===== src/rtl/core/cfpos_pkg.sv =====
// ----------------------------------------------------------------------------
// cfpos_pkg
// Shared types, constants and helper functions for the port output scheduler.
// ----------------------------------------------------------------------------
`default_nettype none

package cfpos_pkg;

  // sizing
  localparam int MAX_NETWORKS = 4;
  localparam int MAX_CHANNELS = 8;
  localparam int QUEUE_DEPTH  = 16;
  localparam int NET_W        = 2;
  localparam int CHAN_W       = 3;
  localparam int Q_W          = NET_W + CHAN_W;
  localparam int NQ           = MAX_NETWORKS * MAX_CHANNELS;
  localparam int SLOT_W       = 4;
  localparam int FILL_W       = 5;
  localparam int MEM_AW       = Q_W + SLOT_W;
  localparam int NN_W         = 3;
  localparam int NC_W         = 4;
  localparam int OS_W         = 5;
  localparam int TAG_W        = 32;
  localparam int CRED_W       = 8;
  localparam int SPACE_W      = 4;
  localparam int CFG_W        = 5;
  localparam int CFG_IDX_W    = 2;

  // input item codes
  localparam logic [1:0] FUNC_TICK   = 2'd0;
  localparam logic [1:0] FUNC_CREDIT = 2'd1;
  localparam logic [1:0] FUNC_ENQ    = 2'd2;
  localparam logic [1:0] FUNC_DEQ    = 2'd3;

  // register indexes
  localparam logic [CFG_IDX_W-1:0] REG_NETS  = 2'd0;
  localparam logic [CFG_IDX_W-1:0] REG_CHANS = 2'd1;
  localparam logic [CFG_IDX_W-1:0] REG_SLOTS = 2'd2;

  // result kinds
  localparam logic RES_FLIT   = 1'b0;
  localparam logic RES_CREDIT = 1'b1;

  typedef enum logic [2:0] {
    OP_NONE,
    OP_TICK,
    OP_CREDIT,
    OP_ENQ,
    OP_DEQ
  } op_t;

  typedef enum logic [2:0] {
    ST_IDLE,
    ST_SCAN,
    ST_READ,
    ST_SEND,
    ST_RET
  } eng_state_t;

  // clamped configuration
  typedef struct packed {
    logic [NN_W-1:0] nets;
    logic [NC_W-1:0] chans;
    logic [OS_W-1:0] slots;
  } cfg_t;

  typedef struct packed {
    op_t                op;
    logic [NET_W-1:0]   net;
    logic [CHAN_W-1:0]  chan;
    logic [CRED_W-1:0]  cnt;
    logic [TAG_W-1:0]   tag;
    logic [SPACE_W-1:0] space;
  } cmd_t;

  typedef struct packed {
    logic               kind;
    logic [NET_W-1:0]   net;
    logic [CHAN_W-1:0]  chan;
    logic [TAG_W-1:0]   tag;
    logic [CRED_W-1:0]  cred;
    logic               last;
  } result_t;

  // (ptr + 1) mod nets, for narrow values
  function automatic logic [NET_W-1:0] inc_wrap_net(input logic [NET_W-1:0] ptr,
                                                    input logic [NN_W-1:0] nets);
    logic [NN_W-1:0] s;
    s = NN_W'(ptr) + NN_W'(1);
    for (int i = 0; i < MAX_NETWORKS; i++) begin
      if (s >= nets) begin
        s = s - nets;
      end
    end
    return s[NET_W-1:0];
  endfunction

  // (ptr + 1) mod chans, for narrow values
  function automatic logic [CHAN_W-1:0] inc_wrap_chan(input logic [CHAN_W-1:0] ptr,
                                                      input logic [NC_W-1:0] chans);
    logic [NC_W-1:0] s;
    s = NC_W'(ptr) + NC_W'(1);
    for (int i = 0; i < MAX_CHANNELS; i++) begin
      if (s >= chans) begin
        s = s - chans;
      end
    end
    return s[CHAN_W-1:0];
  endfunction

  // round-robin pick over channel flags; msb is the found flag
  function automatic logic [CHAN_W:0] rr_pick_chan(input logic [MAX_CHANNELS-1:0] flags,
                                                   input logic [CHAN_W-1:0] start);
    logic              found;
    logic [CHAN_W-1:0] idx;
    logic [CHAN_W-1:0] sel;
    found = 1'b0;
    sel   = '0;
    for (int i = 0; i < MAX_CHANNELS; i++) begin
      idx = start + CHAN_W'(i);
      if (!found && flags[idx]) begin
        found = 1'b1;
        sel   = idx;
      end
    end
    return {found, sel};
  endfunction

  // round-robin pick over network flags; msb is the found flag
  function automatic logic [NET_W:0] rr_pick_net(input logic [MAX_NETWORKS-1:0] flags,
                                                 input logic [NET_W-1:0] start);
    logic             found;
    logic [NET_W-1:0] idx;
    logic [NET_W-1:0] sel;
    found = 1'b0;
    sel   = '0;
    for (int i = 0; i < MAX_NETWORKS; i++) begin
      idx = start + NET_W'(i);
      if (!found && flags[idx]) begin
        found = 1'b1;
        sel   = idx;
      end
    end
    return {found, sel};
  endfunction

endpackage

`default_nettype wire


===== src/rtl/core/cfpos_front.sv =====
// ----------------------------------------------------------------------------
// cfpos_front
// Accepts input items, classifies them and holds them in a two-entry queue.
// ----------------------------------------------------------------------------
`default_nettype none

module cfpos_front (
  input  wire logic                             clk,
  input  wire logic                             rst,
  input  wire logic                             push,
  output logic                                  full,
  input  wire logic [1:0]                       func,
  input  wire logic [cfpos_pkg::NET_W-1:0]      net_index,
  input  wire logic [cfpos_pkg::CHAN_W-1:0]     chan_index,
  input  wire logic [cfpos_pkg::CRED_W-1:0]     credit_count,
  input  wire logic [cfpos_pkg::TAG_W-1:0]      flit_tag,
  input  wire logic [cfpos_pkg::SPACE_W-1:0]    link_space,
  input  wire cfpos_pkg::cfg_t                  cfg,
  output logic                                  cmd_valid,
  output cfpos_pkg::cmd_t                       cmd,
  input  wire logic                             cmd_pop
);

  cfpos_pkg::cmd_t cls;
  cfpos_pkg::cmd_t slots [2];
  logic            wr_ptr;
  logic            rd_ptr;
  logic [1:0]      count;
  logic            in_range;
  logic            do_push;
  logic            do_pop;

  // classify: out-of-range addressing turns into a no-op
  always_comb begin
    in_range = ({1'b0, net_index} < cfg.nets) && ({1'b0, chan_index} < cfg.chans);
    cls.net   = net_index;
    cls.chan  = chan_index;
    cls.cnt   = credit_count;
    cls.tag   = flit_tag;
    cls.space = link_space;
    case (func)
      cfpos_pkg::FUNC_TICK:   cls.op = cfpos_pkg::OP_TICK;
      cfpos_pkg::FUNC_CREDIT: cls.op = in_range ? cfpos_pkg::OP_CREDIT : cfpos_pkg::OP_NONE;
      cfpos_pkg::FUNC_ENQ:    cls.op = in_range ? cfpos_pkg::OP_ENQ : cfpos_pkg::OP_NONE;
      cfpos_pkg::FUNC_DEQ:    cls.op = in_range ? cfpos_pkg::OP_DEQ : cfpos_pkg::OP_NONE;
      default:                cls.op = cfpos_pkg::OP_NONE;
    endcase
  end

  assign full      = (count == 2'd2);
  assign cmd_valid = (count != 2'd0);
  assign cmd       = slots[rd_ptr];
  assign do_push   = push && !full;
  assign do_pop    = cmd_pop && cmd_valid;

  // queue storage
  always_ff @(posedge clk) begin
    if (do_push) begin
      slots[wr_ptr] <= cls;
    end
  end

  // queue pointers
  always_ff @(posedge clk) begin
    if (rst) begin
      wr_ptr <= 1'b0;
      rd_ptr <= 1'b0;
      count  <= 2'd0;
    end else begin
      if (do_push) wr_ptr <= ~wr_ptr;
      if (do_pop)  rd_ptr <= ~rd_ptr;
      count <= count + 2'(do_push) - 2'(do_pop);
    end
  end

endmodule

`default_nettype wire


===== config.mk =====
export PLATFORM = sky130hd
export DESIGN_NAME = cfpos_front
export DESIGN_NICKNAME = d
export VERILOG_FILES = /design/src/rtl/core/cfpos_pkg.sv /design/src/rtl/core/cfpos_front.sv
export SDC_FILE = /design/constraint.sdc
export NUM_CORES = 1
export LEC_CHECK = 0
export ABC_AREA = 1
export BUFFER_PORTS_ARGS = -buffer_cell sky130_fd_sc_hd__buf_4
export CORE_MARGIN = 10
export CORE_UTILIZATION = 35
export CTS_CLUSTER_SIZE = 12
export DETAILED_ROUTE_END_ITERATION = 6
export HOLD_SLACK_MARGIN = 0.05
export PLACE_DENSITY_LB_ADDON = 0.3
export SETUP_SLACK_MARGIN = 0.1
export SLEW_MARGIN = 20
export SYNTH_ARGS = -nofsm -noshare
export SYNTH_HDL_FRONTEND = slang
export SYNTH_SLANG_ARGS = --single-unit

===== constraint.sdc =====
create_clock -name clk -period 4.6 [get_ports clk]
set_input_delay 0.23 -clock clk [delete_from_list [all_inputs] [get_ports clk]]
set_output_delay 0.23 -clock clk [all_outputs]
set_load 0.005 [all_outputs]

==> parameters.txt <==
Parameter                              Value

Setup path
  Cell with the largest stage delay on the worst path    sky130_fd_sc_hd__nor2_4
  Worst reg2reg path startpoint    count[0]
  R2r endpoint    slots[1][47]
  CP max FO    34
  Cell family with the largest share of critical-path delay    simple AND/OR/NAND/NOR gates
  Worst r2r path cells    3
  CP cell instances    o21ai_4 -> nor2_4 -> buf_4
  Data arrival time at the worst-slack endpoint    2.18 ns
  Worst path max stage delay    0.78 ns
  Required time reported for the critical path endpoint    4.62 ns
  Crit path buffers/inverters    1
  Critical Path Start Type    flop
  Capturing element type of the critical path    flop
  Type of the worst setup path    reg2reg
  Reg-to-reg setup timing slack    2.44 ns
  CP Depth    3

Synthesis
  Synthesis Warnings    0
  Synthesized flop and latch total    109
  Post-Syn Instances    223
  Mean instance size in the synthesized netlist    between 15 and 20 um2
  Number of distinct library cells after synthesis    19
  Mapped Area    4410 um2
  Sequential area share after synthesis    0.730
  Net count of the mapped netlist    295

Pwr
  Clock network power share    0.275
  Int Pwr    2.21 mW
  Static Leakage    around 2.3 nW
  Switching pwr    719 uW
  Power density of the placed cells    about 510 nW/um2
  Sw Ratio    0.245
  Part of the power in registers    0.472
  Combinational fraction of design power    0.254
  Maximum vdd drop    a little over 0.0003 V

Job
  Max-capacitance violation count    0

CTS
  Clk root buf    sky130_fd_sc_hd__clkbuf_16
  Clock Tree Buf Depth    2
  TritonCTS clock tree    built
  Number of buffers created by CTS    9
  Sinks on Clock Net    roughly 110
  H-tree level count    3
  Clock transition at the register clock pins on the worst setup and hold paths after CTS    0.07 ns
  Clk Latency, worst-skew pair    0.34 ns

Detailed routing
  Routed Antenna Nets    0
  Avg Vias per Cell    about 4.3
  Via count of the routed design    2,257
  Pre-antenna DRT Iters    4
  Initial drt markers    around 100
  Average wire per cell in the routed design    16.4 um
  DRC Markers    0
  Wire length after detailed routing    8490 um

Final layout
  Net count of the finished layout    419
  N_diodes    0
  Area overhead of the layout relative to synthesis    30.1%
  Most used cells in the layout excluding fill and tap cells    sky130_fd_sc_hd__buf_4 (117), sky130_fd_sc_hd__edfxtp_1 (104), sky130_fd_sc_hd__mux2_4 (50), sky130_fd_sc_hd__inv_1 (15), sky130_fd_sc_hd__nand2_1 (12)
  Most common library cell in the layout ignoring fill and taps    sky130_fd_sc_hd__buf_4
  Proportion of layout cells with a drive suffix above 1    0.544

STA
  Relative slew slack    0.318
  Slew @ Worst Pin    1.02 ns
  Setup skew after layout    0.00698 ns
  Smallest hold slack    between 0.06 and 0.07 ns
  Max-slew violation count    0
  Setup repair after global routing missed its margin    no
  Final clock period utilization by the worst path    0.470
  Final Hold Fails    0
  Setup violations, final    0
  Sum of negative setup slack    0 ns
  Period minus WS final    2.16 ns
  Max Freq    0.462 GHz

Floorplanning
  Die ar.    17,500 um2
  Site Rows    40
  Horizontal extent of the die    132 um
  Starting utilization of the core area    0.363
  Height of the die    132 um
  Core area    12,200 um2
  Number of ports placed on the die boundary    121

Global route
  Initial antenna violation count    0
  Maximum number of pins on one net before global-route repair    53
  Aggregate global routing overflow    0
  Wire length of the first global-routing pass    13,300 um
  Via count of the first global-routing pass    2,365
  Total routing usage reported by global routing    0.0967

Worst hold path
  Startpoint of the worst hold path    flit_tag[28]
  WHS Path Cells    1
  Worst min-delay path endpoint    slots[1][32]
  Class of the tightest hold or removal check    in2reg

Outcome
  Run status    finished, final reports clean

Placement
  Number of buffers inserted by port buffering    roughly 120
  Post-DP HPWL    5880 um
  Final GP Congestion    0.650
[power by group through the flow]
stage          registers, mW  clock network, mW  logic, mW
3_5_place_dp            1.41                  0      0.764
2_1_floorplan           1.33                  0      0.514
5_1_grt                 1.41              0.873      0.813
4_1_cts                 1.39              0.826      0.767
6_report                1.38              0.805      0.744
3_3_place_gp            1.40                  0      0.754
[cell usage after synthesis]
master,count,area [um2]
sky130_fd_sc_hd__nand3_1,1,5.00
sky130_fd_sc_hd__o21a_1,1,7.51
sky130_fd_sc_hd__mux2_4,50,751
sky130_fd_sc_hd__inv_1,15,56.3
sky130_fd_sc_hd__nand4_1,1,6.26
sky130_fd_sc_hd__o21ai_4,1,16.3
sky130_fd_sc_hd__mux2_2,2,22.5
sky130_fd_sc_hd__buf_6,1,11.3
sky130_fd_sc_hd__nor2_1,12,45.0
sky130_fd_sc_hd__nor3b_2,1,12.5
sky130_fd_sc_hd__nor3b_1,3,22.5
sky130_fd_sc_hd__buf_12,5,100
sky130_fd_sc_hd__nand2_1,12,45.0
sky130_fd_sc_hd__dfxtp_1,5,100
sky130_fd_sc_hd__ha_1,5,62.6
sky130_fd_sc_hd__xnor2_1,1,8.76
sky130_fd_sc_hd__edfxtp_1,104,3120
sky130_fd_sc_hd__or2_2,2,12.5
sky130_fd_sc_hd__a21oi_1,1,5.00
[cell families after synthesis]
kind of cell / count (synthesis) / share of synthesized area
AOI/OAI and AO/OA: 3 / 0.00652
adders and majority gates: 5 / 0.0142
buffers and inverters: 21 / 0.0380
and+or+nand+nor: 32 / 0.0337
muxes: 52 / 0.175
DFF: 109 / 0.730
xor gates and xnor gates: 1 / 0.00199
[what timing repair did]
action,4_1_cts,5_1_grt
hold endpoints to repair,0,4
buffers inserted,0,0
resized for setup,0,0
hold buffers,0,2
[through the flow]
step                 util  std cells  power, mW  cell area, um2  worst slack (ns)
finish              0.472        519       2.93            5740              2.44
global route        0.472        519       3.09            5740              2.24
CTS                 0.471        517       2.98            5720              2.34
detailed placement  0.445        502       2.18            5410              2.35
global placement    0.445        502       2.16            5410              2.39
floorplan               -        223       1.84            4410              1.39
[sequential cells by signal (all words and copies together), names as in the netlist, named ones only]
| register | flops |
|---|---|
| wr_ptr | 1 |
| count | 2 |
| rd_ptr | 1 |
| slots | 104 |
[area by class of cell]
type	instances	area [um2]
clock buffer	9	225
clock inverter	6	88.8
fill	1070	6420
inverter	15	56.3
multi-input combinational	93	1040
sequential	109	3230
tap	168	210
timing repair buffer	119	898
[worst reg2reg max path, cell delays in order, from the launching register on]
cell                      delay, ns
sky130_fd_sc_hd__dfxtp_1       0.46
sky130_fd_sc_hd__o21ai_4       0.13
sky130_fd_sc_hd__nor2_4        0.78
sky130_fd_sc_hd__buf_4         0.46
[per-layer routing]
| metal | up-vias | wire length, um | track usage |
|---|---|---|---|
| li1 | 1076 | - | - |
| met1 | 1091 | 3750 | 0.117 |
| met2 | 80 | 3990 | 0.147 |
| met3 | 10 | 649 | 0.0427 |
| met4 | 0 | 103 | 0.0385 |
| met5 | - | 0 | 0 |
[worst max path at each step]
| stage | start | to | slack (ns) |
|---|---|---|---|
| floorplan | count[1] | slots[1][0] | 1.39 |
| global placement | count[1] | slots[1][47] | 2.39 |
| detailed placement | count[0] | slots[1][47] | 2.35 |
| CTS | count[0] | slots[1][47] | 2.34 |
| global route | count[0] | slots[1][47] | 2.24 |
| finish | count[0] | slots[1][47] | 2.44 |
Power figures use the tool's default switching activity.
