--- src/rtl/core/cfpos_pkg.sv ---
// ----------------------------------------------------------------------------
// cfpos_pkg
// Shared types, constants and helper functions for the port output scheduler.
// ----------------------------------------------------------------------------
`default_nettype none

package cfpos_pkg;

  // sizing
  localparam int MAX_NETWORKS = 4;
  localparam int MAX_CHANNELS = 8;
  localparam int QUEUE_DEPTH  = 16;
  localparam int NET_W        = 2;
  localparam int CHAN_W       = 3;
  localparam int Q_W          = NET_W + CHAN_W;
  localparam int NQ           = MAX_NETWORKS * MAX_CHANNELS;
  localparam int SLOT_W       = 4;
  localparam int FILL_W       = 5;
  localparam int MEM_AW       = Q_W + SLOT_W;
  localparam int NN_W         = 3;
  localparam int NC_W         = 4;
  localparam int OS_W         = 5;
  localparam int TAG_W        = 32;
  localparam int CRED_W       = 8;
  localparam int SPACE_W      = 4;
  localparam int CFG_W        = 5;
  localparam int CFG_IDX_W    = 2;

  // input item codes
  localparam logic [1:0] FUNC_TICK   = 2'd0;
  localparam logic [1:0] FUNC_CREDIT = 2'd1;
  localparam logic [1:0] FUNC_ENQ    = 2'd2;
  localparam logic [1:0] FUNC_DEQ    = 2'd3;

  // register indexes
  localparam logic [CFG_IDX_W-1:0] REG_NETS  = 2'd0;
  localparam logic [CFG_IDX_W-1:0] REG_CHANS = 2'd1;
  localparam logic [CFG_IDX_W-1:0] REG_SLOTS = 2'd2;

  // result kinds
  localparam logic RES_FLIT   = 1'b0;
  localparam logic RES_CREDIT = 1'b1;

  typedef enum logic [2:0] {
    OP_NONE,
    OP_TICK,
    OP_CREDIT,
    OP_ENQ,
    OP_DEQ
  } op_t;

  typedef enum logic [2:0] {
    ST_IDLE,
    ST_SCAN,
    ST_READ,
    ST_SEND,
    ST_RET
  } eng_state_t;

  // clamped configuration
  typedef struct packed {
    logic [NN_W-1:0] nets;
    logic [NC_W-1:0] chans;
    logic [OS_W-1:0] slots;
  } cfg_t;

  typedef struct packed {
    op_t                op;
    logic [NET_W-1:0]   net;
    logic [CHAN_W-1:0]  chan;
    logic [CRED_W-1:0]  cnt;
    logic [TAG_W-1:0]   tag;
    logic [SPACE_W-1:0] space;
  } cmd_t;

  typedef struct packed {
    logic               kind;
    logic [NET_W-1:0]   net;
    logic [CHAN_W-1:0]  chan;
    logic [TAG_W-1:0]   tag;
    logic [CRED_W-1:0]  cred;
    logic               last;
  } result_t;

  // (ptr + 1) mod nets, for narrow values
  function automatic logic [NET_W-1:0] inc_wrap_net(input logic [NET_W-1:0] ptr,
                                                    input logic [NN_W-1:0] nets);
    logic [NN_W-1:0] s;
    s = NN_W'(ptr) + NN_W'(1);
    for (int i = 0; i < MAX_NETWORKS; i++) begin
      if (s >= nets) begin
        s = s - nets;
      end
    end
    return s[NET_W-1:0];
  endfunction

  // (ptr + 1) mod chans, for narrow values
  function automatic logic [CHAN_W-1:0] inc_wrap_chan(input logic [CHAN_W-1:0] ptr,
                                                      input logic [NC_W-1:0] chans);
    logic [NC_W-1:0] s;
    s = NC_W'(ptr) + NC_W'(1);
    for (int i = 0; i < MAX_CHANNELS; i++) begin
      if (s >= chans) begin
        s = s - chans;
      end
    end
    return s[CHAN_W-1:0];
  endfunction

  // round-robin pick over channel flags; msb is the found flag
  function automatic logic [CHAN_W:0] rr_pick_chan(input logic [MAX_CHANNELS-1:0] flags,
                                                   input logic [CHAN_W-1:0] start);
    logic              found;
    logic [CHAN_W-1:0] idx;
    logic [CHAN_W-1:0] sel;
    found = 1'b0;
    sel   = '0;
    for (int i = 0; i < MAX_CHANNELS; i++) begin
      idx = start + CHAN_W'(i);
      if (!found && flags[idx]) begin
        found = 1'b1;
        sel   = idx;
      end
    end
    return {found, sel};
  endfunction

  // round-robin pick over network flags; msb is the found flag
  function automatic logic [NET_W:0] rr_pick_net(input logic [MAX_NETWORKS-1:0] flags,
                                                 input logic [NET_W-1:0] start);
    logic             found;
    logic [NET_W-1:0] idx;
    logic [NET_W-1:0] sel;
    found = 1'b0;
    sel   = '0;
    for (int i = 0; i < MAX_NETWORKS; i++) begin
      idx = start + NET_W'(i);
      if (!found && flags[idx]) begin
        found = 1'b1;
        sel   = idx;
      end
    end
    return {found, sel};
  endfunction

endpackage

`default_nettype wire

--- src/rtl/core/cfpos_res_queue.sv ---
// ----------------------------------------------------------------------------
// cfpos_res_queue
// Four-entry result queue between the engine and the result ports.
// ----------------------------------------------------------------------------
`default_nettype none

module cfpos_res_queue (
  input  wire logic              clk,
  input  wire logic              rst,
  input  wire logic              wr_en,
  input  wire cfpos_pkg::result_t wr_data,
  output logic                   res_full,
  output logic                   empty,
  input  wire logic              pop,
  output cfpos_pkg::result_t     rd_data
);

  cfpos_pkg::result_t slots [4];
  logic [1:0]         wr_ptr;
  logic [1:0]         rd_ptr;
  logic [2:0]         count;
  logic               do_push;
  logic               do_pop;

  assign res_full = (count == 3'd4);
  assign empty    = (count == 3'd0);
  assign rd_data  = slots[rd_ptr];
  assign do_push  = wr_en && !res_full;
  assign do_pop   = pop && !empty;

  // storage
  always_ff @(posedge clk) begin
    if (do_push) begin
      slots[wr_ptr] <= wr_data;
    end
  end

  // pointers
  always_ff @(posedge clk) begin
    if (rst) begin
      wr_ptr <= '0;
      rd_ptr <= '0;
      count  <= '0;
    end else begin
      if (do_push) wr_ptr <= wr_ptr + 2'd1;
      if (do_pop)  rd_ptr <= rd_ptr + 2'd1;
      count <= count + 3'(do_push) - 3'(do_pop);
    end
  end

endmodule

`default_nettype wire

--- config.mk ---
export PLATFORM = sky130hd
export DESIGN_NAME = cfpos_res_queue
export DESIGN_NICKNAME = d
export VERILOG_FILES = /design/src/rtl/core/cfpos_pkg.sv /design/src/rtl/core/cfpos_res_queue.sv
export SDC_FILE = /design/constraint.sdc
export NUM_CORES = 1
export LEC_CHECK = 0
export BUFFER_PORTS_ARGS = -buffer_cell sky130_fd_sc_hd__buf_4
export CAP_MARGIN = 20
export CORE_MARGIN = 8
export CORE_UTILIZATION = 30
export DETAILED_ROUTE_END_ITERATION = 8
export PLACE_DENSITY = 0.48
export RECOVER_POWER = 50
export REMOVE_ABC_BUFFERS = 1
export SYNTH_ARGS = -nofsm -noshare
export SYNTH_HDL_FRONTEND = slang
export SYNTH_SLANG_ARGS = --single-unit
--- constraint.sdc ---
create_clock -name clk -period 6.85 [get_ports clk]
set_clock_uncertainty 0.05 [all_clocks]
set_input_delay 1.7125 -clock clk [delete_from_list [all_inputs] [get_ports clk]]
set_output_delay 1.7125 -clock clk [all_outputs]
set_load 0.03 [all_outputs]
==> impl_summary.log, run 1 <==
[metrics] result of the run: complete, but fails checks
[metrics] failing checks: capacitance limit, slew limit
[metrics] clock latency on the worst-skew pair: 0.42 ns
[metrics] worst reg2reg path depth: 4
[metrics] clock buffer depth: 2
[metrics] synthesis-to-layout area growth: 20.7%
[metrics] standard-cell row count: 57
[metrics] total length of routed met2 wires: 7.41 mm
[metrics] CP Data Required Time: 6.86 ns
[metrics] CP Buf/Inv Count: 3
[metrics] slowest library cell on the worst path: sky130_fd_sc_hd__and2_0
[metrics] IR drop worst, VDD: 0.000211 V
[metrics] Layout Cell Area excl Fill: 8790 sq um
[metrics] setup-violating endpoint count in the final report: 0
[metrics] number of storage elements in the synthesis netlist: 197
[metrics] final-stage net count: 467
[metrics] pin count of the biggest net entering global routing: 48
[metrics] number of sinks driven by the clock tree: 197
[metrics] number of cells on the worst hold path: 2
[metrics] starting density of the core: 30.2%
[metrics] drt total wl: 14.7 mm
[metrics] worst slew pin tran: 1.50 ns
[metrics] startpoint of the tightest hold check path: rd_ptr[1]
[metrics] first-pass GRT wire length: 22.4 mm
[metrics] routed length on met1: 6.27 mm
[metrics] post-cts sizing count: 0
[metrics] total gr overflow: 0
[metrics] global placer's final weighted congestion: 0.643
[metrics] kind of cell with the highest combined delay on the critical path: simple AND/OR/NAND/NOR gates
[metrics] kind of start point of the critical path: primary input
[metrics] start of the worst register-to-register path: count[1]
[metrics] Top-Level Pins: 100
[metrics] r2r setup slk: 3.78 ns
[metrics] part of the Yosys area used for sequential elements: 80.0%
[metrics] clock input transition at the sequential cells of the worst setup and hold paths: 0.06 ns
[metrics] Cell variety after synth: 25
[metrics] maximum fanout along the worst path: 29
[metrics] DP Wirelength: 8.89 mm
[metrics] Die Span Y: 172 um
[metrics] Yosys warning total: 0
[metrics] Final TNS setup: 0 ns
[metrics] reported leakage power: 2.80 nW
[metrics] RSZ-0062 raised after global routing: no
[metrics] number of cells produced by synthesis: 296
[metrics] overall fraction of global-route tracks in use: 10.5%
[metrics] Wirelength per Cell: 19.7 um
[metrics] power density over cell area: 392 nW/um^2
[metrics] post-route worst setup slack: 2.86 ns
[metrics] Routed Antenna Nets: 0
[metrics] via count normalized by instance count: 4.37
[metrics] fin crit share: 58.3%
[metrics] number of global-route vias before repair: 3785
[metrics] top routing layer in use: met5
[metrics] count of max-cap constraint violations: 1
[metrics] via count: 3262
[metrics] cell-by-cell trace of the critical path: clkbuf_4, inv_1, nor2_1, and2_0, buf_4
[metrics] drt pass-1 iters: 6
[metrics] area inside the core boundary: 24100 sq um
[metrics] endpoint of the worst register-to-register path: slots[1][3]
[metrics] HP Class: reg2reg
[metrics] number of port buffers: 99
[metrics] number of max-slew violations in the final report: 20
[metrics] maximum frequency from static timing analysis: 251 MHz
[metrics] setup slack at placement: 3.08 ns
[metrics] area of the die: 29500 sq um
[metrics] Routed met3 length: 892 um
[metrics] Syn Area/Cell: 24.6 sq um
[metrics] placed standard-cell area: 8370 sq um
[metrics] number of DRC violations after detailed-routing iteration 0: 227
[metrics] Worst slew margin: -0.239%
[metrics] drt drc: 0
[metrics] Worst Setup End Kind: flip-flop
[metrics] number of hold-slack violations in the final timing report: 0
[metrics] share of final-layout standard cells stronger than drive strength 1: 32.2%
[metrics] Root Buffer: sky130_fd_sc_hd__clkbuf_16
[metrics] worst hold margin: 0.455 ns
[metrics] shortest period the worst path allows: 3.99 ns
[metrics] Die Wd: 172 um
[metrics] TritonCTS buffer count: 17
[metrics] highest cell delay on the worst timing path: 1.19 ns
[metrics] Post-CTS Hold Buffers: 0
[metrics] number of H-tree branching levels: 4
[metrics] Data arrival, critical path: 4.00 ns
[metrics] antenna violations before repair: 1
[metrics] category of the critical setup timing path: in2reg
[metrics] diodes inserted: 0
[metrics] TritonCTS clock tree: yes
[metrics] Mapped Area: 7280 sq um
[metrics] Post-CTS Setup Inserts: 0
[Yosys cell counts]
| cell type | count | area [sq um] |
|---|---|---|
| sky130_fd_sc_hd__edfxtp_1 | 188 | 5650 |
| sky130_fd_sc_hd__mux4_2 | 47 | 1060 |
| sky130_fd_sc_hd__dfxtp_1 | 9 | 180 |
| sky130_fd_sc_hd__inv_1 | 8 | 30.0 |
| sky130_fd_sc_hd__ha_1 | 6 | 75.1 |
| sky130_fd_sc_hd__and2_1 | 4 | 25.0 |
| sky130_fd_sc_hd__buf_2 | 4 | 20.0 |
| sky130_fd_sc_hd__nor2_1 | 4 | 15.0 |
| sky130_fd_sc_hd__buf_12 | 3 | 60.1 |
| sky130_fd_sc_hd__a21oi_1 | 2 | 10.0 |
| sky130_fd_sc_hd__clkbuf_1 | 2 | 7.51 |
| sky130_fd_sc_hd__nand2b_1 | 2 | 12.5 |
| sky130_fd_sc_hd__nor2b_1 | 2 | 12.5 |
| sky130_fd_sc_hd__o21ai_0 | 2 | 10.0 |
| sky130_fd_sc_hd__or3_1 | 2 | 12.5 |
| sky130_fd_sc_hd__xnor2_1 | 2 | 17.5 |
| sky130_fd_sc_hd__buf_4 | 1 | 7.51 |
| sky130_fd_sc_hd__buf_6 | 1 | 11.3 |
| sky130_fd_sc_hd__fa_1 | 1 | 20.0 |
| sky130_fd_sc_hd__mux2i_1 | 1 | 10.0 |
| sky130_fd_sc_hd__nand2_1 | 1 | 3.75 |
| sky130_fd_sc_hd__nor3_1 | 1 | 5.00 |
| sky130_fd_sc_hd__nor3b_2 | 1 | 12.5 |
| sky130_fd_sc_hd__o31ai_1 | 1 | 7.51 |
| sky130_fd_sc_hd__xor2_1 | 1 | 8.76 |
[power by group]
group | switching, W | internal (W)
combinational | 0.000540 | 0.000402
sequential | 0.0000702 | 0.00145
clock | 0.000427 | 0.000552
[metal layers]
layer	vias up	GRT usage, %
met1	1714	12.5
li1	1459	-
met5	-	0
met3	12	3.88
met4	2	3.26
met2	75	17.3
[state kept, by name, summed over array words and instances, names as in the netlist, named ones only]
| register | cells |
|---|---|
| wr_ptr | 2 |
| slots | 188 |
| count | 3 |
| rd_ptr | 2 |
[worst register-to-register path: stages (launching register included)]
cell	delay (ns)
sky130_fd_sc_hd__dfxtp_1	0.44
sky130_fd_sc_hd__nor3b_2	0.11
sky130_fd_sc_hd__nor2_1	0.29
sky130_fd_sc_hd__and2_0	1.19
sky130_fd_sc_hd__buf_4	0.61
[cells in the final DEF, fill, tap and decap left out, types with 2 or more instances in the layout]
| cell type | count |
|---|---|
| sky130_fd_sc_hd__nand2b_1 | 2 |
| sky130_fd_sc_hd__bufinv_16 | 2 |
| sky130_fd_sc_hd__clkbuf_16 | 17 |
| sky130_fd_sc_hd__xnor2_1 | 2 |
| sky130_fd_sc_hd__o21ai_0 | 2 |
| sky130_fd_sc_hd__and2_0 | 3 |
| sky130_fd_sc_hd__inv_6 | 3 |
| sky130_fd_sc_hd__ha_1 | 6 |
| sky130_fd_sc_hd__a21oi_1 | 2 |
| sky130_fd_sc_hd__dfxtp_1 | 7 |
| sky130_fd_sc_hd__inv_1 | 8 |
| sky130_fd_sc_hd__buf_4 | 55 |
| sky130_fd_sc_hd__edfxtp_1 | 188 |
| sky130_fd_sc_hd__or3_1 | 2 |
| sky130_fd_sc_hd__clkinv_2 | 2 |
| sky130_fd_sc_hd__nor2_1 | 4 |
| sky130_fd_sc_hd__nor2b_1 | 2 |
| sky130_fd_sc_hd__clkinv_4 | 2 |
| sky130_fd_sc_hd__clkbuf_1 | 52 |
| sky130_fd_sc_hd__mux4_2 | 47 |
[worst max path at each step]
stage,start,to,slack [ns],depth (start not counted)
2_1_floorplan,flip-flop,rd_data[0],2.28,1
3_3_place_gp,flip-flop,rd_data[45],3.10,2
3_5_place_dp,wr_en,slots[3][18],3.08,5
4_1_cts,flip-flop,rd_data[45],2.63,2
5_1_grt,wr_en,slots[3][46],2.66,5
6_report,wr_en,slots[1][3],2.86,5
[cell families (layout without fill, tap and decap cells)]
group	after synthesis	in the layout	share of synthesized area (%)
simple gates	17	17	1.36
fa+ha+maj	7	7	1.31
buf+inv	19	145	1.87
flops	197	197	80.0
compound gates	5	5	0.378
xor+xnor	3	3	0.361
mux	48	48	14.7
[layout make-up]
| cell class | instances | area [sq um] |
|---|---|---|
| Inverter | 8 | 30.0 |
| Tap cell | 324 | 405 |
| Timing Repair Buffer | 105 | 628 |
| Fill cell | 2297 | 15300 |
| Multi-Input combinational cell | 80 | 1320 |
| Clock buffer | 22 | 454 |
| Clock inverter | 10 | 121 |
| Sequential cell | 197 | 5830 |
[through the flow]
step	cells	utilization (%)	total power, W
after floorplan	285	-	0.00215
after global placement	713	34.7	0.00251
after detailed placement	713	34.7	0.00252
after CTS	745	37.1	0.00351
after global routing	746	36.5	0.00361
final	746	36.5	0.00344
No activity file was read; power rests on OpenSTA's default activity.
==> run 2, diff against run 1 <==
==> constraint.sdc (replaced) <==
create_clock -name clk -period 3.85 [get_ports clk]
set_clock_uncertainty 0.05 [all_clocks]
set_input_delay 0.9625 -clock clk [delete_from_list [all_inputs] [get_ports clk]]
set_output_delay 0.9625 -clock clk [all_outputs]
set_load 0.03 [all_outputs]
==> impl_summary.log, run 2 (synthesis results as in run 1) <==
[metrics] Wirelength per Cell: 19.3 um
[metrics] area of the die: 29500 sq um
[metrics] number of hold-slack violations in the final timing report: 0
[metrics] clock input transition at the sequential cells of the worst setup and hold paths: 0.07 ns
[metrics] worst reg2reg path depth: 4
[metrics] placed standard-cell area: 8440 sq um
[metrics] number of max-slew violations in the final report: 0
[metrics] worst slew pin tran: 1.21 ns
[metrics] TritonCTS buffer count: 17
[metrics] antenna violations before repair: 2
[metrics] most frequent cells in the layout: sky130_fd_sc_hd__edfxtp_1 (188), sky130_fd_sc_hd__buf_4 (58), sky130_fd_sc_hd__clkbuf_1 (48)
[metrics] via count normalized by instance count: 4.40
[metrics] Worst Setup End Kind: output port
[metrics] setup-violating endpoint count in the final report: 0
[metrics] final-stage net count: 471
[metrics] number of port buffers: 99
[metrics] worst hold margin: 0.444 ns
[metrics] total gr overflow: 0
[metrics] number of sinks driven by the clock tree: 197
[metrics] number of cells on the worst hold path: 2
[metrics] HP Class: reg2reg
[metrics] Root Buffer: sky130_fd_sc_hd__clkbuf_16
[metrics] TritonCTS clock tree: yes
[metrics] highest cell delay on the worst timing path: 0.67 ns
[metrics] shortest period the worst path allows: 3.18 ns
[metrics] most common cell type on the critical path: sky130_fd_sc_hd__buf_4
[metrics] number of cells in the design after placement: 718
[metrics] maximum fanout along the worst path: 23
[metrics] count of max-cap constraint violations: 0
[metrics] Die Wd: 172 um
[metrics] number of H-tree branching levels: 4
[metrics] RSZ-0062 raised after global routing: no
[metrics] post-route insts no fill: 750
[metrics] starting density of the core: 30.2%
[metrics] largest registers: slots: 188 flops, count: 3 flops
[metrics] Die Span Y: 172 um
[metrics] clock latency on the worst-skew pair: 0.42 ns
[metrics] register bank with the most flops: slots
[metrics] pin count of the biggest net entering global routing: 36
[metrics] number of DRC violations after detailed-routing iteration 0: 189
[metrics] area inside the core boundary: 24100 sq um
[metrics] IR drop worst, VDD: 0.000233 V
[metrics] clock buffer depth: 2
[metrics] Layout Cell Area excl Fill: 8860 sq um
[metrics] category of the critical setup timing path: reg2out
[metrics] CP Data Required Time: 2.84 ns
[metrics] reported leakage power: 2.85 nW
[metrics] Post-CTS Hold Buffers: 0
[metrics] post-cts sizing count: 0
[metrics] number of global-route vias before repair: 3731
[metrics] drt total wl: 14.5 mm
[metrics] result of the run: complete, no violations
[metrics] power density over cell area: 696 nW/um^2
[metrics] drt drc: 0
[metrics] post-route worst setup slack: 0.673 ns
[metrics] cell-by-cell trace of the critical path: buf_4, mux4_2, buf_4
[metrics] kind of start point of the critical path: flip-flop
[metrics] maximum frequency from static timing analysis: 315 MHz
[metrics] synthesis-to-layout area growth: 21.8%
[metrics] DP Wirelength: 9.30 mm
[metrics] global placer's final weighted congestion: 0.640
[metrics] Top-Level Pins: 100
[metrics] first-pass GRT wire length: 22.1 mm
[metrics] slowest library cell on the worst path: sky130_fd_sc_hd__dfxtp_4
[metrics] Largest register FFs: 188
[metrics] drt pass-1 iters: 4
[metrics] commonest non-fill, non-tap cell in the layout: sky130_fd_sc_hd__edfxtp_1
[metrics] standard-cell row count: 57
[metrics] Routed Antenna Nets: 0
[metrics] Worst slew margin: 19.1%
[metrics] via count: 3302
[metrics] fin crit share: 82.5%
[metrics] share of final-layout standard cells stronger than drive strength 1: 34.0%
[metrics] setup slack at placement: 0.950 ns
[metrics] Final TNS setup: 0 ns
[metrics] Data arrival, critical path: 2.16 ns
[metrics] overall fraction of global-route tracks in use: 10.3%
[metrics] Post-CTS Setup Inserts: 0
[metrics] diodes inserted: 0
## run 2: changes by cell type in the layout (fill, tap and decap cells not counted), sizes merged
cell      change
buf           +5
clkinvlp      +1
inv           +3
clkbuf        -3
clkinv        -2
## run 2: power breakdown
| group | internal, W | leakage [nW] | switching [W] |
|---|---|---|---|
| logic | 0.000724 | 0.758 | 0.000945 |
| clock network | 0.00101 | 0.290 | 0.000780 |
| registers | 0.00258 | 1.80 | 0.000134 |
## run 2: layer usage
layer  global-route usage, %  vias up  part of all wire [%]
met5                       0        -                  0.16
met4                    3.15        4                  0.87
met3                    3.74       12                   6.3
met2                    17.7       71                    51
met1                    11.9     1745                    42
li1                        -     1470                     -
## run 2: cell type report
type	instances	area [sq um]
Inverter	8	30.0
Multi-Input combinational cell	80	1320
Tap cell	324	405
Clock buffer	20	457
Timing Repair Buffer	109	679
Fill cell	2275	15200
Sequential cell	197	5830
Clock inverter	12	144
## run 2: critical path, delay by kind of cell (launching register included)
kind,cells,cell delay (ns)
mux,1,0.54
buf+inv,2,0.53
flops,1,0.67
## run 2: worst paths after layout
kind | to | from | slack [ns]
min reg2reg | rd_ptr[1] | rd_ptr[1] | 0.44
min | rd_ptr[1] | rd_ptr[1] | 0.44
max reg2reg | slots[1][15] | count[2] | 1.32
max | rd_data[20] | flip-flop | 0.67
## run 2: stage by stage
stage | util [%] | total power [W]
floorplan | - | 0.00383
global placement | 35.0 | 0.00450
detailed placement | 35.0 | 0.00451
CTS | 37.5 | 0.00631
global route | 36.8 | 0.00645
finish | 36.8 | 0.00617
==> run 3, diff against run 2 <==
==> constraint.sdc (replaced) <==
create_clock -name clk -period 3 [get_ports clk]
set_clock_uncertainty 0.05 [all_clocks]
set_input_delay 0.75 -clock clk [delete_from_list [all_inputs] [get_ports clk]]
set_output_delay 0.75 -clock clk [all_outputs]
set_load 0.03 [all_outputs]
==> impl_summary.log, run 3 (synthesis results as in run 1) <==
[metrics] setup slack at placement: 0.338 ns
[metrics] Top-Level Pins: 100
[metrics] area of the die: 29500 sq um
[metrics] diodes inserted: 0
[metrics] via count normalized by instance count: 4.40
[metrics] most frequent cells in the layout: sky130_fd_sc_hd__edfxtp_1 (188), sky130_fd_sc_hd__buf_4 (61), sky130_fd_sc_hd__clkbuf_1 (51)
[metrics] number of sinks driven by the clock tree: 197
[metrics] final core area utilization: 36.6%
[metrics] clock buffer depth: 2
[metrics] worst slew pin tran: 1.19 ns
[metrics] count of max-cap constraint violations: 0
[metrics] TritonCTS buffer count: 17
[metrics] RSZ-0062 raised after global routing: no
[metrics] via count: 3309
[metrics] antenna violations before repair: 1
[metrics] commonest non-fill, non-tap cell in the layout: sky130_fd_sc_hd__edfxtp_1
[metrics] drt drc: 0
[metrics] worst reg2reg path depth: 4
[metrics] standard-cell row count: 57
[metrics] Largest register FFs: 188
[metrics] share of final-layout standard cells stronger than drive strength 1: 33.4%
[metrics] number of DRC violations after detailed-routing iteration 0: 161
[metrics] worst hold margin: 0.436 ns
[metrics] Layout Cell Area excl Fill: 8830 sq um
[metrics] fin crit share: 89.0%
[metrics] maximum frequency from static timing analysis: 374 MHz
[metrics] number of global-route vias before repair: 3638
[metrics] result of the run: complete, no violations
[metrics] IR drop worst, VDD: 0.000322 V
[metrics] startpoint of the tightest hold check path: rd_ptr[1]
[metrics] post-cts sizing count: 0
[metrics] drt total wl: 14.5 mm
[metrics] area inside the core boundary: 24100 sq um
[metrics] Die Wd: 172 um
[metrics] largest registers: slots: 188 flops, count: 3 flops
[metrics] category of the critical setup timing path: reg2out
[metrics] first-pass GRT wire length: 21.7 mm
[metrics] reported leakage power: 2.84 nW
[metrics] DP Wirelength: 8.73 mm
[metrics] final-stage net count: 473
[metrics] number of H-tree branching levels: 4
[metrics] Post-CTS Setup Inserts: 0
[metrics] drt pass-1 iters: 4
[metrics] maximum fanout along the worst path: 33
[metrics] shortest period the worst path allows: 2.67 ns
[metrics] TritonCTS clock tree: yes
[metrics] number of hold-slack violations in the final timing report: 0
[metrics] Wirelength per Cell: 19.2 um
[metrics] overall fraction of global-route tracks in use: 10.2%
[metrics] number of port buffers: 99
[metrics] synthesis-to-layout area growth: 21.4%
[metrics] setup-violating endpoint count in the final report: 0
[metrics] number of cells on the worst hold path: 2
[metrics] CP Data Required Time: 2.20 ns
[metrics] global placer's final weighted congestion: 0.679
[metrics] Data arrival, critical path: 1.87 ns
[metrics] Routed Antenna Nets: 0
[metrics] Worst slew margin: 20.6%
[metrics] starting density of the core: 30.2%
[metrics] placed standard-cell area: 8430 sq um
[metrics] start of the worst register-to-register path: count[1]
[metrics] register bank with the most flops: slots
[metrics] Final TNS setup: 0 ns
[metrics] number of max-slew violations in the final report: 0
[metrics] HP Class: reg2reg
[metrics] total gr overflow: 0
[metrics] kind of start point of the critical path: flip-flop
[metrics] clock input transition at the sequential cells of the worst setup and hold paths: 0.07 ns
[metrics] Root Buffer: sky130_fd_sc_hd__clkbuf_16
[metrics] endpoint of the worst register-to-register path: slots[0][33]
[metrics] Die Span Y: 172 um
[metrics] post-route worst setup slack: 0.329 ns
[metrics] Post-CTS Hold Buffers: 0
[metrics] Worst Setup End Kind: output port
[metrics] clock latency on the worst-skew pair: 0.41 ns
[metrics] pin count of the biggest net entering global routing: 34
[metrics] r2r setup slk: 0.66 ns
[metrics] power density over cell area: 893 nW/um^2
## run 3: cell types whose count changed in the layout (fill, tap and decap cells not counted), moves of 2 or more
cell / change
sky130_fd_sc_hd__clkinv_1: +2
sky130_fd_sc_hd__clkbuf_8: -2
sky130_fd_sc_hd__buf_12: -2
sky130_fd_sc_hd__and2_2: +2
sky130_fd_sc_hd__clkinv_2: +2
sky130_fd_sc_hd__buf_4: +3
sky130_fd_sc_hd__and2_0: -2
sky130_fd_sc_hd__clkbuf_1: +3
sky130_fd_sc_hd__inv_6: -3
## run 3: power by group
| group | switching, W | leakage [nW] | internal, W |
|---|---|---|---|
| combinational | 0.00131 | 0.755 | 0.000924 |
| clock | 0.000961 | 0.287 | 0.00131 |
| sequential | 0.0000746 | 1.80 | 0.00331 |
| total | 0.00234 | 2.84 | 0.00554 |
## run 3: critical path, cell delays in order, from the launching register on
cell,delay (ns)
sky130_fd_sc_hd__dfxtp_4,0.36
sky130_fd_sc_hd__buf_12,0.28
sky130_fd_sc_hd__mux4_2,0.60
sky130_fd_sc_hd__buf_4,0.20
## run 3: through the flow
| stage | total power [W] | instances |
|---|---|---|
| 2_1_floorplan | 0.00491 | 285 |
| 3_3_place_gp | 0.00577 | 720 |
| 3_5_place_dp | 0.00578 | 720 |
| 4_1_cts | 0.00808 | 752 |
| 5_1_grt | 0.00828 | 752 |
| 6_report | 0.00789 | 752 |
## run 3: final cells by class
type / instances / area [sq um]
clock buffer: 19 / 433
sequential: 197 / 5830
tap: 324 / 405
inverter: 8 / 30.0
timing repair buffer: 111 / 662
multi-input combinational: 80 / 1320
clock inverter: 13 / 155
fill: 2302 / 15300
## run 3: worst max-delay path by stage
stage,start,end,slack [ns],cells past startpoint
3_3_place_gp,wr_en,count[2],0.37,11
4_1_cts,flip-flop,rd_data[45],0.27,3
2_1_floorplan,flip-flop,rd_data[0],-0.61,1
3_5_place_dp,wr_en,count[2],0.34,11
6_report,flip-flop,rd_data[45],0.33,3
5_1_grt,flip-flop,rd_data[45],0.24,3
## run 3: routing by layer
metal	vias to the layer above	GRT usage (%)	routed length, um
li1	1473	-	-
met1	1745	12.2	6030
met2	76	16.7	7310
met3	13	4.31	958
met4	2	3.04	143
met5	-	0	13
